File: src/hw/rtl/tbu_pkg.sv
// ----------------------------------------------------------------------------
// tbu_pkg: shared types and constants of the trailing block update unit
// Field widths, command and result records, extent record and sequencer states.
// ----------------------------------------------------------------------------
package tbu_pkg;

   localparam int IDX_W      = 3;
   localparam int VAL_W      = 32;
   localparam int EXT_W      = 4;
   localparam int ACC_W      = 64;
   localparam int FRAC_W     = 16;
   localparam int CSR_IDX_W  = 2;
   localparam int CMDQ_DEPTH = 4;
   localparam int RSPQ_DEPTH = 4;

   localparam logic [CSR_IDX_W-1:0] CSR_ROW_COUNT   = 2'd0;
   localparam logic [CSR_IDX_W-1:0] CSR_COL_COUNT   = 2'd1;
   localparam logic [CSR_IDX_W-1:0] CSR_INNER_DEPTH = 2'd2;

   typedef enum logic [1:0] {
      ACT_LOAD_LEFT   = 2'd0,
      ACT_LOAD_WORK   = 2'd1,
      ACT_LOAD_TARGET = 2'd2,
      ACT_RUN         = 2'd3
   } action_type;

   typedef enum logic [1:0] {
      ST_IDLE,
      ST_ISSUE,
      ST_DRAIN
   } state_type;

   typedef struct packed {
      action_type              action;
      logic [IDX_W-1:0]        first;
      logic [IDX_W-1:0]        second;
      logic signed [VAL_W-1:0] value;
   } cmd_type;

   typedef struct packed {
      logic [IDX_W-1:0]        row;
      logic [IDX_W-1:0]        col;
      logic signed [VAL_W-1:0] value;
      logic                    last;
   } rsp_type;

   typedef struct packed {
      logic [EXT_W-1:0] rows;
      logic [EXT_W-1:0] cols;
      logic [EXT_W-1:0] depth;
   } ext_type;

endpackage

File: src/hw/rtl/tbu_front.sv
// ----------------------------------------------------------------------------
// tbu_front: request intake and command queue
// Accept request transactions, drop loads that address outside the stores,
// and queue the rest for the execution side.
// ----------------------------------------------------------------------------
module tbu_front #(
   parameter int MAX_ROWS  = 8,
   parameter int MAX_COLS  = 8,
   parameter int MAX_INNER = 8
) (
   input  logic                             clock,
   input  logic                             reset,
   input  logic                             req_push,
   output logic                             req_full,
   input  logic [1:0]                       req_action,
   input  logic [tbu_pkg::IDX_W-1:0]        req_first_index,
   input  logic [tbu_pkg::IDX_W-1:0]        req_second_index,
   input  logic signed [tbu_pkg::VAL_W-1:0] req_value,
   output logic                             cmd_valid,
   output tbu_pkg::cmd_type                 cmd,
   input  logic                             cmd_pop
);

   localparam int PTR_W = (tbu_pkg::CMDQ_DEPTH > 1) ? $clog2(tbu_pkg::CMDQ_DEPTH) : 1;
   localparam int CNT_W = $clog2(tbu_pkg::CMDQ_DEPTH + 1);

   tbu_pkg::cmd_type  mem_ff [tbu_pkg::CMDQ_DEPTH];
   logic [PTR_W-1:0]  wr_ptr_ff, wr_ptr_in;
   logic [PTR_W-1:0]  rd_ptr_ff, rd_ptr_in;
   logic [CNT_W-1:0]  count_ff, count_in;
   tbu_pkg::cmd_type  cmd_in;
   logic              keep;
   logic              push;
   logic              pop;

   always_comb begin
      cmd_in.action = tbu_pkg::action_type'(req_action);
      cmd_in.first  = req_first_index;
      cmd_in.second = req_second_index;
      cmd_in.value  = req_value;
      unique case (cmd_in.action)
         tbu_pkg::ACT_LOAD_LEFT: begin
            keep = (32'(req_first_index) < MAX_INNER) && (32'(req_second_index) < MAX_ROWS);
         end
         tbu_pkg::ACT_LOAD_WORK: begin
            keep = (32'(req_first_index) < MAX_INNER) && (32'(req_second_index) < MAX_COLS);
         end
         tbu_pkg::ACT_LOAD_TARGET: begin
            keep = (32'(req_first_index) < MAX_ROWS) && (32'(req_second_index) < MAX_COLS);
         end
         default: begin
            keep = 1'b1;
         end
      endcase
   end

   assign req_full  = (count_ff == CNT_W'(tbu_pkg::CMDQ_DEPTH));
   assign cmd_valid = (count_ff != '0);
   assign cmd       = mem_ff[rd_ptr_ff];
   assign push      = req_push && !req_full && keep;
   assign pop       = cmd_pop && cmd_valid;

   always_comb begin
      wr_ptr_in = wr_ptr_ff;
      rd_ptr_in = rd_ptr_ff;
      count_in  = count_ff;
      if (push) begin
         wr_ptr_in = (32'(wr_ptr_ff) == tbu_pkg::CMDQ_DEPTH - 1) ? '0 : wr_ptr_ff + PTR_W'(1);
      end
      if (pop) begin
         rd_ptr_in = (32'(rd_ptr_ff) == tbu_pkg::CMDQ_DEPTH - 1) ? '0 : rd_ptr_ff + PTR_W'(1);
      end
      if (push && !pop) begin
         count_in = count_ff + CNT_W'(1);
      end else if (pop && !push) begin
         count_in = count_ff - CNT_W'(1);
      end
   end

   always_ff @(posedge clock) begin
      if (reset) begin
         wr_ptr_ff <= '0;
         rd_ptr_ff <= '0;
         count_ff  <= '0;
      end else begin
         wr_ptr_ff <= wr_ptr_in;
         rd_ptr_ff <= rd_ptr_in;
         count_ff  <= count_in;
      end
   end

   always_ff @(posedge clock) begin
      if (push) begin
         mem_ff[wr_ptr_ff] <= cmd_in;
      end
   end

endmodule

File: config.mk
export PLATFORM = sky130hd
export DESIGN_NAME = tbu_front
export DESIGN_NICKNAME = d
export VERILOG_FILES = /design/src/hw/rtl/tbu_pkg.sv /design/src/hw/rtl/tbu_front.sv
export SDC_FILE = /design/constraint.sdc
export NUM_CORES = 1
export LEC_CHECK = 0
export BUFFER_PORTS_ARGS = -buffer_cell sky130_fd_sc_hd__clkbuf_2
export CORE_MARGIN = 2
export CORE_UTILIZATION = 61
export CTS_CLUSTER_SIZE = 24
export DETAILED_ROUTE_END_ITERATION = 8
export PLACE_DENSITY = 0.85
export SETUP_SLACK_MARGIN = 0.5
export SYNTH_ARGS = -nofsm -noshare
export SYNTH_HDL_FRONTEND = slang
export SYNTH_SLANG_ARGS = --single-unit
export TNS_END_PERCENT = 30
File: constraint.sdc
create_clock -name clock -period 4.3 [get_ports clock]
set_clock_uncertainty 0.15 [all_clocks]
set_input_delay 0.215 -clock clock [delete_from_list [all_inputs] [get_ports clock]]
set_output_delay 0.215 -clock clock [all_outputs]
set_load 0.02 [all_outputs]
# Yosys cells after proc, flatten, opt, wreduce, memory -nomap -nowiden
# Memories as Yosys holds them, arrays and structs flattened. A register that Yosys moved wholly into a read port is not among the register bits.
# Cells that the tools add are included.
dict set report word_totals {
  ff_bits 7
  latch_bits 0
  ramBits 160
  rom_bits 0
  in_bits 44
  out_inout_bits 42
  word_cells 28
  n_memories 1
}
# memory depth width rd rd_clocked_by_memory_dff wr line_no
set mem_list {}
lappend mem_list {mem_ff 4 40 1 1 1 tbu_front.sv:27} ;# tbu_pkg::cmd_type mem_ff [tbu_pkg::CMDQ_DEPTH];
dict set report op_classes {
  add_sub_neg 4
  mul 0
  div 0
  magnitude_cmp 0
  eq_ne 3
  shift 0
  muxes 8
  n_bitwise 0
  n_reduce_logical 9
}
# op n
set op_table {}
lappend op_table {{two-way mux 2 bit} 4}
lappend op_table {{two-way mux 3 bit} 2}
lappend op_table {{adder 2 x 1 -> 2 bit (second input constant)} 2}
lappend op_table {{equality test 2 bit (second input constant)} 2}
lappend op_table {{logical AND 1 bit} 4}
lappend op_table {{adder 3 x 1 -> 3 bit (second input constant)} 1}
lappend op_table {{equality test 3 bit (second input constant)} 1}
lappend op_table {{zero test 1 bit} 3}
lappend op_table {{nonzero test 3 bit} 1}
lappend op_table {{subtractor 3 x 1 -> 3 bit (second input constant)} 1}
lappend op_table {{two-way mux 1 bit} 2}
lappend op_table {{nonzero test 2 bit} 1}

# Logic depth before layout (Yosys ltp)
# Gate-level depths: netlist of the first run.
dict set report depth {
  depth_word 7
  depth_mapped 10
  depth_no_buf 9
}

# Worst setup path after synthesis of the first run
# No wires, ideal clock.
dict set report synth_timing {
  path_type {flip-flop to flip-flop}
  start {reg count_ff[0]}
  end {reg count_ff[2]}
  setup_ns 0.070
  arrival_ns 2.136
  t_required_ns 4.080
  setup_slack_ns 1.944
  path_stages_with_launch 11
  path_buffers 1
  period_less_slack_ns 2.356
  path_cell_list {dfxtp_1 > or3b_1 > buf_6 > clkinv_4 > nor2_2 > ha_1 > inv_1 > fa_1 > xor2_1 > or3_2 > a21oi_1}
}
dict set report synth_between {
  elab_chain_cells 6
  elab_cells_between_ends 14
  cone_classes {2 x add/sub; 1 x eq/ne; 2 x mux; 9 x reduce/logical}
}
# item line_no
set synth_rtl {}
lappend synth_rtl {{start, declared} tbu_front.sv:30} ;# logic [CNT_W-1:0] count_ff, count_in;
lappend synth_rtl {{start signal, assigned} tbu_front.sv:88} ;# count_ff <= count_in;
lappend synth_rtl {{equality test 3 bit *} tbu_front.sv:57} ;# assign req_full = (count_ff == CNT_W'(tbu_pkg::CMDQ_DEPTH));
lappend synth_rtl {{via req_full} tbu_front.sv:14} ;# output logic req_full,
lappend synth_rtl {{zero test 1 bit *} tbu_front.sv:60} ;# assign push = req_push && !req_full && keep;
lappend synth_rtl {{logical AND 1 bit *} tbu_front.sv:60}
lappend synth_rtl {{via push} tbu_front.sv:33} ;# logic push;
lappend synth_rtl {{zero test 1 bit} tbu_front.sv:75} ;# end else if (pop && !push) begin
lappend synth_rtl {{logical AND 1 bit} tbu_front.sv:75}
lappend synth_rtl {{nonzero test 2 bit (no line)} -}
# The timed path passes the listed nets; every way through them passes the cells marked *. The select of a mux whose other input is x is not followed.
# A chain may end at the register's enable or synchronous reset.

# Worst setup path in the final report of the first run
dict set report layout_timing {
  start {reg count_ff[0]}
  end {reg count_ff[2]}
}
dict set report layout_between {
  elab_chain_cells 6
  elab_cells_between_ends 14
  cone_classes {2 x add/sub; 1 x eq/ne; 2 x mux; 9 x reduce/logical}
}
# item line_no
set layout_rtl {}
lappend layout_rtl {{equality test 3 bit *} tbu_front.sv:57}
lappend layout_rtl {{zero test 1 bit *} tbu_front.sv:60}
lappend layout_rtl {{logical AND 1 bit *} tbu_front.sv:60}
lappend layout_rtl {{via push} tbu_front.sv:33}
lappend layout_rtl {{zero test 1 bit} tbu_front.sv:75}
lappend layout_rtl {{logical AND 1 bit} tbu_front.sv:75}
lappend layout_rtl {{nonzero test 2 bit (no line)} -}
# Marked as above.

==> results of run 1 <==
[per-layer routing]
metal	GRT usage	wire length (um)	up-vias
met1	0.2790	4416	1564
li1	-	-	1366
met5	0	0	-
met2	0.3650	6002	114
met4	0.08381	234	0
met3	0.06061	683	17
[synth_stat cells]
cell type / n / area, um^2
mux4_2: 40 / 900.9
clkinv_4: 1 / 8.760
a21oi_1: 3 / 15.01
nand3_1: 2 / 10.01
ha_1: 6 / 75.07
or3_2: 2 / 15.01
edfxtp_1: 160 / 4805
buf_6: 1 / 11.26
mux2i_1: 2 / 20.02
buf_4: 4 / 30.03
o31ai_2: 2 / 25.02
xor2_1: 2 / 17.52
dfxtp_1: 9 / 180.2
o21ai_0: 1 / 5.000
clkbuf_1: 6 / 22.52
nor2_2: 1 / 6.260
and3_2: 4 / 30.03
nor2_1: 3 / 11.26
o21ai_1: 1 / 5.000
or3_1: 1 / 6.260
inv_1: 4 / 15.01
nor3_1: 1 / 5.000
or3b_1: 1 / 8.760
nand2_1: 1 / 3.750
fa_1: 1 / 20.02
[cell families (layout without fill, tap and decap cells)]
| family | Yosys count | in the layout | synth area share |
|---|---|---|---|
| simple gates | 16 | 16 | 0.01541 |
| buf+inv | 16 | 166 | 0.01401 |
| mux | 42 | 42 | 0.1473 |
| flops | 169 | 169 | 0.7973 |
| compound gates | 7 | 7 | 0.008002 |
| xor+xnor | 2 | 2 | 0.002802 |
| fa+ha+maj | 7 | 7 | 0.01521 |
[final cells by class]
cell class	count	area, um^2	area share
flip-flops and latches	169	4990	0.6403
multi-input cells	74	1180	0.1514
repair buffers	129	865.8	0.1111
clock buffers	19	421.7	0.05411
well taps	133	166.4	0.02136
clock inverters	13	145.1	0.01863
inverters	5	23.77	0.003051
[per-stage QoR]
step           setup slack [ps]  cell area [um^2]  utilization  power, mW  hold slack (ps)
6_report                   1717              7792       0.7900      4.538            302.9
5_1_grt                    1549              7792       0.7900      4.711            294.2
4_1_cts                    1631              7792       0.7900      4.579            280.1
3_5_place_dp               1726              6785       0.6878      3.101            285.1
3_3_place_gp               1870              6785       0.6878      3.067            278.9
2_1_floorplan              1944              6252            -      2.803            163.9
[final timing paths]
kind                                   from                       end  cells past startpoint
setup / recovery   count_ff[0]$_SDFFE_PP0P_  count_ff[2]$_SDFFE_PP0P_                      9
hold / removal                req_value[18]   mem_ff[1][18]$_DFFE_PP_                      2
setup reg to reg   count_ff[0]$_SDFFE_PP0P_  count_ff[2]$_SDFFE_PP0P_                      9
hold reg to reg   rd_ptr_ff[0]$_SDFFE_PP0P_                      flop                      2
[state kept, by name (all words and copies together) (netlist names), named ones only]
| register | flops |
|---|---|
| count_ff | 3 |
| mem_ff | 160 |
| rd_ptr_ff | 2 |
| wr_ptr_ff | 2 |
[where the power goes]
part / switching [mW] / internal, mW
sequential: 0.153 / 2.00
combinational: 0.509 / 0.435
clock: 0.611 / 0.831
==> out/qor.csv, run 1 <==
metric,value,unit
cp_top_family,simple AND/OR/NAND/NOR gates,
worstSetupPathType,reg2reg,
drt-total-wl,11.34,mm
cts_hold_buf,44,
period_share,0.6006,
cts_root_buffer,clkbuf_8,
synth.avg_cell_area,24.14,um^2
maxSlewHeadroom,0.3023,
crit_chain,or3b_1 -> clkinv_4 -> nor2_2 -> ha_1 -> inv_1 -> fa_1 -> xor2_1 -> or3_2 -> a21oi_1,
synth-seq-cells,169,
dp_cells,466,
finalWorstPathRequiredPeriod,2583,ps
clkLatencyLatePin,520,ps
grt_pass1_wl,17.60,mm
cts_num_sinks,169,
post_drt_wl_per_cell,20.92,um
die_h,105.2,um
fmax,0.3872,GHz
p_per_area,582.3,nW/um^2
rsz0062_at_grt,false,
final_common_cell,edfxtp_1,
htreeDepth,4,
yosysUniqueCellTypes,25,
cts_tree,built,
ir_drop,0.0004152,V
antenna_found_initial,0,
fp-row-count,36,
route.detailed.drc,0,
yosysWarnings,0,
holdCritPathClass,in2reg,
r2r_slack,1720,ps
core_area,9864,um^2
path_buf_inv,2,
start_util,0.6338,
drive_gt1_frac,0.4059,
netlist_instances,259,
drtIter0Drc,128,
diodes,0,
cts_made_buffers,17,
tns,0,ps
cts_buffer_depth,2,
pin_count,86,
grt_pass1_vias,3257,
worstPathRequired,4600,ps
arrival,2890,ps
final_cell_mix,"edfxtp_1, clkbuf_2, dlygate4sd3_1",
syn_nets,310,
slowest_delay,430,ps
post_cts_buffers,0,
nets,447,
tightest_slew,1047,ps
synth_area,6252,um^2
first_pass_iters,5,
ys_seq_area_frac,0.7973,
slew_violations,0,
setup.worst_path.start_class,flop,
portBuffers,85,
cts_resized,0,
die_x,105.2,um
area_growth,24.63,%
grt_use_total,0.2195,
ant_nets,0,
hold_viol,0,
vias,3061,
critPathMaxFanout,7,
maxCapViolations,0,
slowest_stage,dfxtp_1,
fillCellCount,486,
viasPerCell,5.648,
die_area,11080,um^2
dp_hpwl,6.015,mm
grt_max_degree,41,
grt_overflow,0,
status,"finished, final reports clean",
clk_pin_slew_worst_paths,70,ps
leakagePower,2.705,nW
final-setup-viol-count,0,
place_congestion,0.7800,
finalNonFillerCells,542,
end_kind,flop,
No activity file was read; power rests on OpenSTA's default activity.
==> inputs of run 2 (changes only) <==
ABC_AREA = 1   (was unset)
CORE_UTILIZATION = 57   (was 61)
PLACE_DENSITY = 0.8   (was 0.85)
clock period = 2.6 ns   (was 4.3 ns; I/O delays follow)
==> run 2 against run 1 <==
Synthesized area increased by 4.9%; hold slack worse by 39 ps; clock-buffer cell count rose by 2; largest power group unchanged; via count up 39%; die area rose by 12%; highest routed layer unchanged; critical endpoint is now cmd[27].
==> out/qor.csv, run 2 <==
metric,value,unit
final_common_cell,edfxtp_1,
slew_violations,0,
regArea,4997,um^2
ir_drop,0.0006692,V
worst_slack,561.2,ps
area_growth,25.53,%
p_per_area,1072,nW/um^2
synth_area,6558,um^2
cts_root_buffer,clkbuf_16,
status,"finished, final reports clean",
grt_max_degree,41,
leakagePower,3.018,nW
path_buf_inv,3,
cts_buffer_depth,2,
yosysMostFrequentCell,edfxtp_1,
core_area,11320,um^2
end_kind,output port,
switchingPower,2.976,mW
fp-row-count,39,
ys_seq_area_frac,0.7602,
r2r_slack,570,ps
drtIter0Drc,367,
finalWorstPathRequiredPeriod,2039,ps
place_congestion,0.7542,
internal_power,5.851,mW
diodes,0,
p_clk_frac,0.293,
synth_edf_count,160,
place_ws,420.3,ps
first_pass_iters,5,
yosysUniqueCellTypes,24,
ys_top_cells_by_area,"edfxtp_1, nor2_1, o22ai_1",
synth.avg_cell_area,14.35,um^2
largest-register,mem_ff,
synth_common_cells,"edfxtp_1, nor2_1, o21ai_0, o22ai_1, o21ai_1",
synth_xor_area_frac,0.001336,
worstPathRequired,2320,ps
cp_top_family,buffers and inverters,
setup.worst_path.start_class,flop,
holdCritPathClass,in2reg,
portBuffers,85,
grt_pass1_wl,21.50,mm
grt_pass1_vias,4405,
antenna_found_initial,0,
synth-seq-cells,169,
synthFlopType,edfxtp_1,
nets,645,
grt_use_total,0.2285,
synth_top_area_share,0.7327,
tightest_slew,540.6,ps
cts_num_sinks,169,
netlist_instances,457,
route.detailed.drc,0,
worstSetupPathType,reg2out,
power_frac_comb,0.314,
arrival,1760,ps
die_area,12380,um^2
ant_nets,0,
period_share,0.7842,
drt-total-wl,13.96,mm
grt_overflow,0,
slowest_stage,dfxtp_4,
fmax,0.4905,GHz
largest_reg_flops,160,
rsz0062_at_grt,false,
viasPerCell,5.683,
hold_viol,0,
cts_made_buffers,17,
synth_compound_area_frac,0.1027,
pin_count,86,
synth_fa_ha_area_frac,0.01450,
critPathMaxFanout,40,
synth_top_family_by_area,compound AO/OA/AOI/OAI gates,
yosysWarnings,0,
async_reset_ff_frac,0,
syn_nets,508,
clkLatencyLatePin,410,ps
yosys.area_share.simple,0.06907,
slowest_delay,410,ps
maxSlewHeadroom,0.6388,
synth_mux_area_frac,0,
power_frac_seq,0.394,
clk_pin_slew_worst_paths,60,ps
largest_registers,"mem_ff: 160 flops, count_ff: 3 flops",
post_drt_wl_per_cell,18.61,um
final-setup-viol-count,0,
htreeDepth,4,
tns,0,ps
die_h,111.3,um
die_x,111.3,um
dp_hpwl,7.180,mm
vias,4262,
start_util,0.5792,
maxCapViolations,0,
drive_gt1_frac,0.2389,
multi_input_area,1289,um^2
final_cell_mix,"edfxtp_1, nor2_1, clkbuf_2",
p_sw_frac,0.3371,
cts_tree,built,
crit_chain,buf_16 -> inv_16 -> nor2_1 -> o22ai_1 -> clkbuf_2,
fillCellCount,708,
netlist.top_cell.by_area,edfxtp_1,
==> run 2: changes by cell type after synthesis, moves of 10 or more <==
cell     change
nor2_1      +93
mux4_2      -40
o21ai_0     +40
o22ai_1     +40
o21ai_1     +37
inv_1       +12
nand2_1     +10
==> run 2: stage by stage <==
step	utilization	hold slack, ps	area (um^2)	total power, mW	cells
detailed placement	0.6240	165.7	7064	6.034	670
CTS	0.7219	259.6	8173	8.746	747
global route	0.7271	270.9	8232	9.222	750
finish	0.7271	263.8	8232	8.827	750
floorplan	-	52.38	6568	5.337	457
global placement	0.6240	156.8	7064	5.936	670
==> run 2: path summary, 6_finish.rpt <==
path	cells past startpoint	endpoint	startpoint
min reg2reg	2	flop	rd_ptr_ff[1]$_SDFFE_PP0P_
max reg2reg	9	count_ff[1]$_SDFFE_PP0P_	count_ff[1]$_SDFFE_PP0P_
min	3	count_ff[0]$_SDFFE_PP0P_	reset
max	5	cmd[27]	flop
==> run 2: per-layer routing <==
metal | GRT usage | vias to the layer above | share of wire
li1 | - | 1969 | -
met1 | 0.2692 | 2078 | 0.40
met2 | 0.4061 | 193 | 0.51
met3 | 0.06725 | 22 | 0.071
met4 | 0.06914 | 0 | 0.014
met5 | 0 | - | 0
==> run 2: cell families (layout without fill, tap and decap cells) <==
kind of cell / count (synthesis) / count (layout)
buffers and inverters: 42 / 192
adder cells (fa/ha/maj): 7 / 7
flip-flops: 169 / 169
AO/OA/AOI/OAI: 123 / 123
AND/OR/NAND/NOR: 115 / 115
XOR/XNOR: 1 / 1
==> run 2: worst reg2reg max path, cell delays in order (launching register included) <==
cell     delay [ps]
dfxtp_4         360
nor2_4          170
nand2_4         100
nand2_8         120
inv_1            60
ha_2            190
inv_1            90
fa_1            450
o21ai_1         180
nor2_1           60
==> run 2: layout make-up <==
| cell class | count | share of cell area |
|---|---|---|
| Clock buffer | 21 | 0.05350 |
| Clock inverter | 11 | 0.02113 |
| Inverter | 17 | 0.009728 |
| Multi-Input combinational cell | 246 | 0.1566 |
| Sequential cell | 169 | 0.6071 |
| Tap cell | 143 | 0.02174 |
| Timing Repair Buffer | 142 | 0.1283 |
| Timing Repair inverter | 1 | 0.001976 |
==> run 2: repair_timing <==
item                                   in CTS  in global routing
gates resized for setup                     6                 12
cloned                                      2                  0
endpoints found under the hold margin     169                  0
hold buffers                               43                  0
setup buffers                               0                  3
pin swaps                                   0                  1
setup endpoints to repair                  42                 38
==> run 2: power by group through the flow <==
stage	combinational, mW	sequential (mW)	clock (mW)
3_3_place_gp	2.43	3.50	0
6_report	2.77	3.48	2.58
3_5_place_dp	2.52	3.52	0
2_1_floorplan	1.88	3.46	0
5_1_grt	2.98	3.50	2.74
4_1_cts	2.68	3.47	2.59
==> inputs of run 3 (changes only) <==
ABC_AREA = 0   (was 1)
clock period = 2.1 ns   (was 2.6 ns; I/O delays follow)
==> run 3 against run 2 <==
The run now ends with negative hold slack, negative setup slack left; total power up 15%; flip-flop and latch count unchanged; global-route usage grew 4.1 points; critical path depth is 2 lower; via count shrank 17%; critical path type unchanged.
==> out/qor.csv, run 3 (synthesis results as in run 1) <==
metric,value,unit
status,"complete, but fails checks",
violations,"negative hold slack, negative setup slack",
slew_violations,0,
grt_pass1_wl,21.51,mm
finalNonFillerCells,589,
viasPerCell,5.993,
die_x,108.7,um
final_util,0.8055,
setup.worst_path.start_class,flop,
arrival,1920,ps
grt_overflow,0,
ir_drop,0.0007843,V
p_sw_frac,0.2852,
first_pass_iters,7,
largest_reg_flops,160,
worstPathRequired,1850,ps
cts_tree,built,
fillCellCount,510,
htreeDepth,4,
hold_slack,-76.81,ps
hold_viol,7,
cts_root_buffer,clkbuf_8,
cts_num_sinks,169,
pin_count,86,
core_area,10790,um^2
ant_nets,0,
switchingPower,2.905,mW
maxCapViolations,0,
r2r-end,count_ff[2]$_SDFFE_PP0P_,
dpl-instance-area,7017,um^2
tns,-846.6,ps
regArea,5001,um^2
min-delay-start,cmd_pop,
r2r_slack,-30,ps
drtIter0Drc,378,
reg2reg_from,count_ff[2]$_SDFFE_PP0P_,
hold_depth,5,
cts_made_buffers,17,
nets,487,
route.detailed.drc,0,
final_area,8693,um^2
grt_max_degree,41,
final_common_cell,edfxtp_1,
dp_hpwl,6.400,mm
leakagePower,3.074,nW
period_share,1.035,
cts_buffer_depth,2,
worstSetupPathType,reg2out,
fp-row-count,38,
multi_input_area,1255,um^2
portBuffers,85,
die_h,108.7,um
holdPathEnd,rd_ptr_ff[1]$_SDFFE_PP0P_,
tightest_slew,308.0,ps
area_growth,39.04,%
dp_cells,489,
fmax,0.4602,GHz
die_area,11820,um^2
p_clk_frac,0.285,
vias,3530,
clkLatencyLatePin,530,ps
clk_pin_slew_worst_paths,60,ps
diodes,0,
drt-total-wl,16.32,mm
worst_slack,-72.75,ps
final-setup-viol-count,33,
largest-register,mem_ff,
power_frac_comb,0.295,
place_congestion,0.7333,
start_util,0.5793,
antenna_found_initial,0,
power_frac_seq,0.420,
grt_pass1_vias,3559,
p_per_area,1172,nW/um^2
internal_power,7.281,mW
finalWorstPathRequiredPeriod,2173,ps
post_drt_wl_per_cell,27.70,um
holdCritPathClass,in2reg,
grt_use_total,0.2693,
critPathMaxFanout,7,
cts_hold_buf,42,
largest_registers,"mem_ff: 160 flops, count_ff: 3 flops",
end_kind,output port,
maxSlewHeadroom,0.7925,
final_cell_mix,"edfxtp_1, clkbuf_2, dlygate4sd3_1",
rsz0062_at_grt,true,
reg2reg_depth,9,
drive_gt1_frac,0.4811,
-- run 3: cell types whose count changed in the layout (fill, tap and decap cells not counted), sizes merged, moves of 14 or more --
cell / previous run / this run
nor2: 97 / 4
o21ai: 81 / 2
buf: 13 / 54
mux4: 0 / 40
o22ai: 40 / 0
clkbuf: 106 / 90
inv: 18 / 4
-- run 3: timing repair --
item / CTS / global route
endpoints found under the setup margin: 205 / 207
resized for setup: 38 / 48
cloned: 9 / 6
setup buffers: 8 / 3
endpoints found under the hold margin: 169 / 7
pin swaps: 10 / 2
-- run 3: per-stage QoR --
step | hold slack (ps) | power [mW] | worst slack [ps]
detailed placement | 172.9 | 6.554 | -150.9
global route | -69.71 | 10.54 | -132.3
floorplan | 53.87 | 5.775 | -73.36
finish | -76.81 | 10.19 | -72.75
global placement | 170.0 | 6.495 | -70.11
CTS | -100.5 | 9.839 | -88.72
-- run 3: power by group through the flow --
| stage | Sequential, mW | Combinational (mW) | Clock, mW |
|---|---|---|---|
| 6_report | 4.27 | 3.01 | 2.90 |
| 3_5_place_dp | 4.32 | 2.23 | 0 |
| 4_1_cts | 4.24 | 2.70 | 2.90 |
| 3_3_place_gp | 4.30 | 2.20 | 0 |
| 5_1_grt | 4.30 | 3.17 | 3.07 |
| 2_1_floorplan | 4.23 | 1.55 | 0 |
-- run 3: metal layers --
layer  wire, um  GRT usage  vias up
met2       8380     0.4442      245
met4        390    0.08608        0
met5          0          0        -
met1       6211     0.3568     1796
li1           -          -     1451
met3       1331    0.06993       38
-- run 3: cell type report --
class | instances | area share
Sequential cell | 169 | 0.5753
Clock buffer | 18 | 0.04807
Multi-Input combinational cell | 74 | 0.1444
Tap cell | 140 | 0.02015
Inverter | 5 | 0.003598
Timing Repair Buffer | 169 | 0.1933
Clock inverter | 14 | 0.01526
-- run 3: worst max-delay path by stage --
stage                                to                      from  slack [ps]
2_1_floorplan  count_ff[2]$_SDFFE_PP0P_  count_ff[2]$_SDFFE_PP0P_         -70
3_3_place_gp   count_ff[2]$_SDFFE_PP0P_  count_ff[2]$_SDFFE_PP0P_         -70
3_5_place_dp   count_ff[2]$_SDFFE_PP0P_  count_ff[2]$_SDFFE_PP0P_        -150
4_1_cts                         cmd[22]                      flop         -90
5_1_grt                         cmd[18]                      flop        -130
6_report                        cmd[13]                      flop         -70
-- run 3: worst max-delay path, stage by stage (launching register included) --
cell and delay [ps]:
dfxtp_4 460, buf_4 210, mux4_2 540, clkbuf_2 180
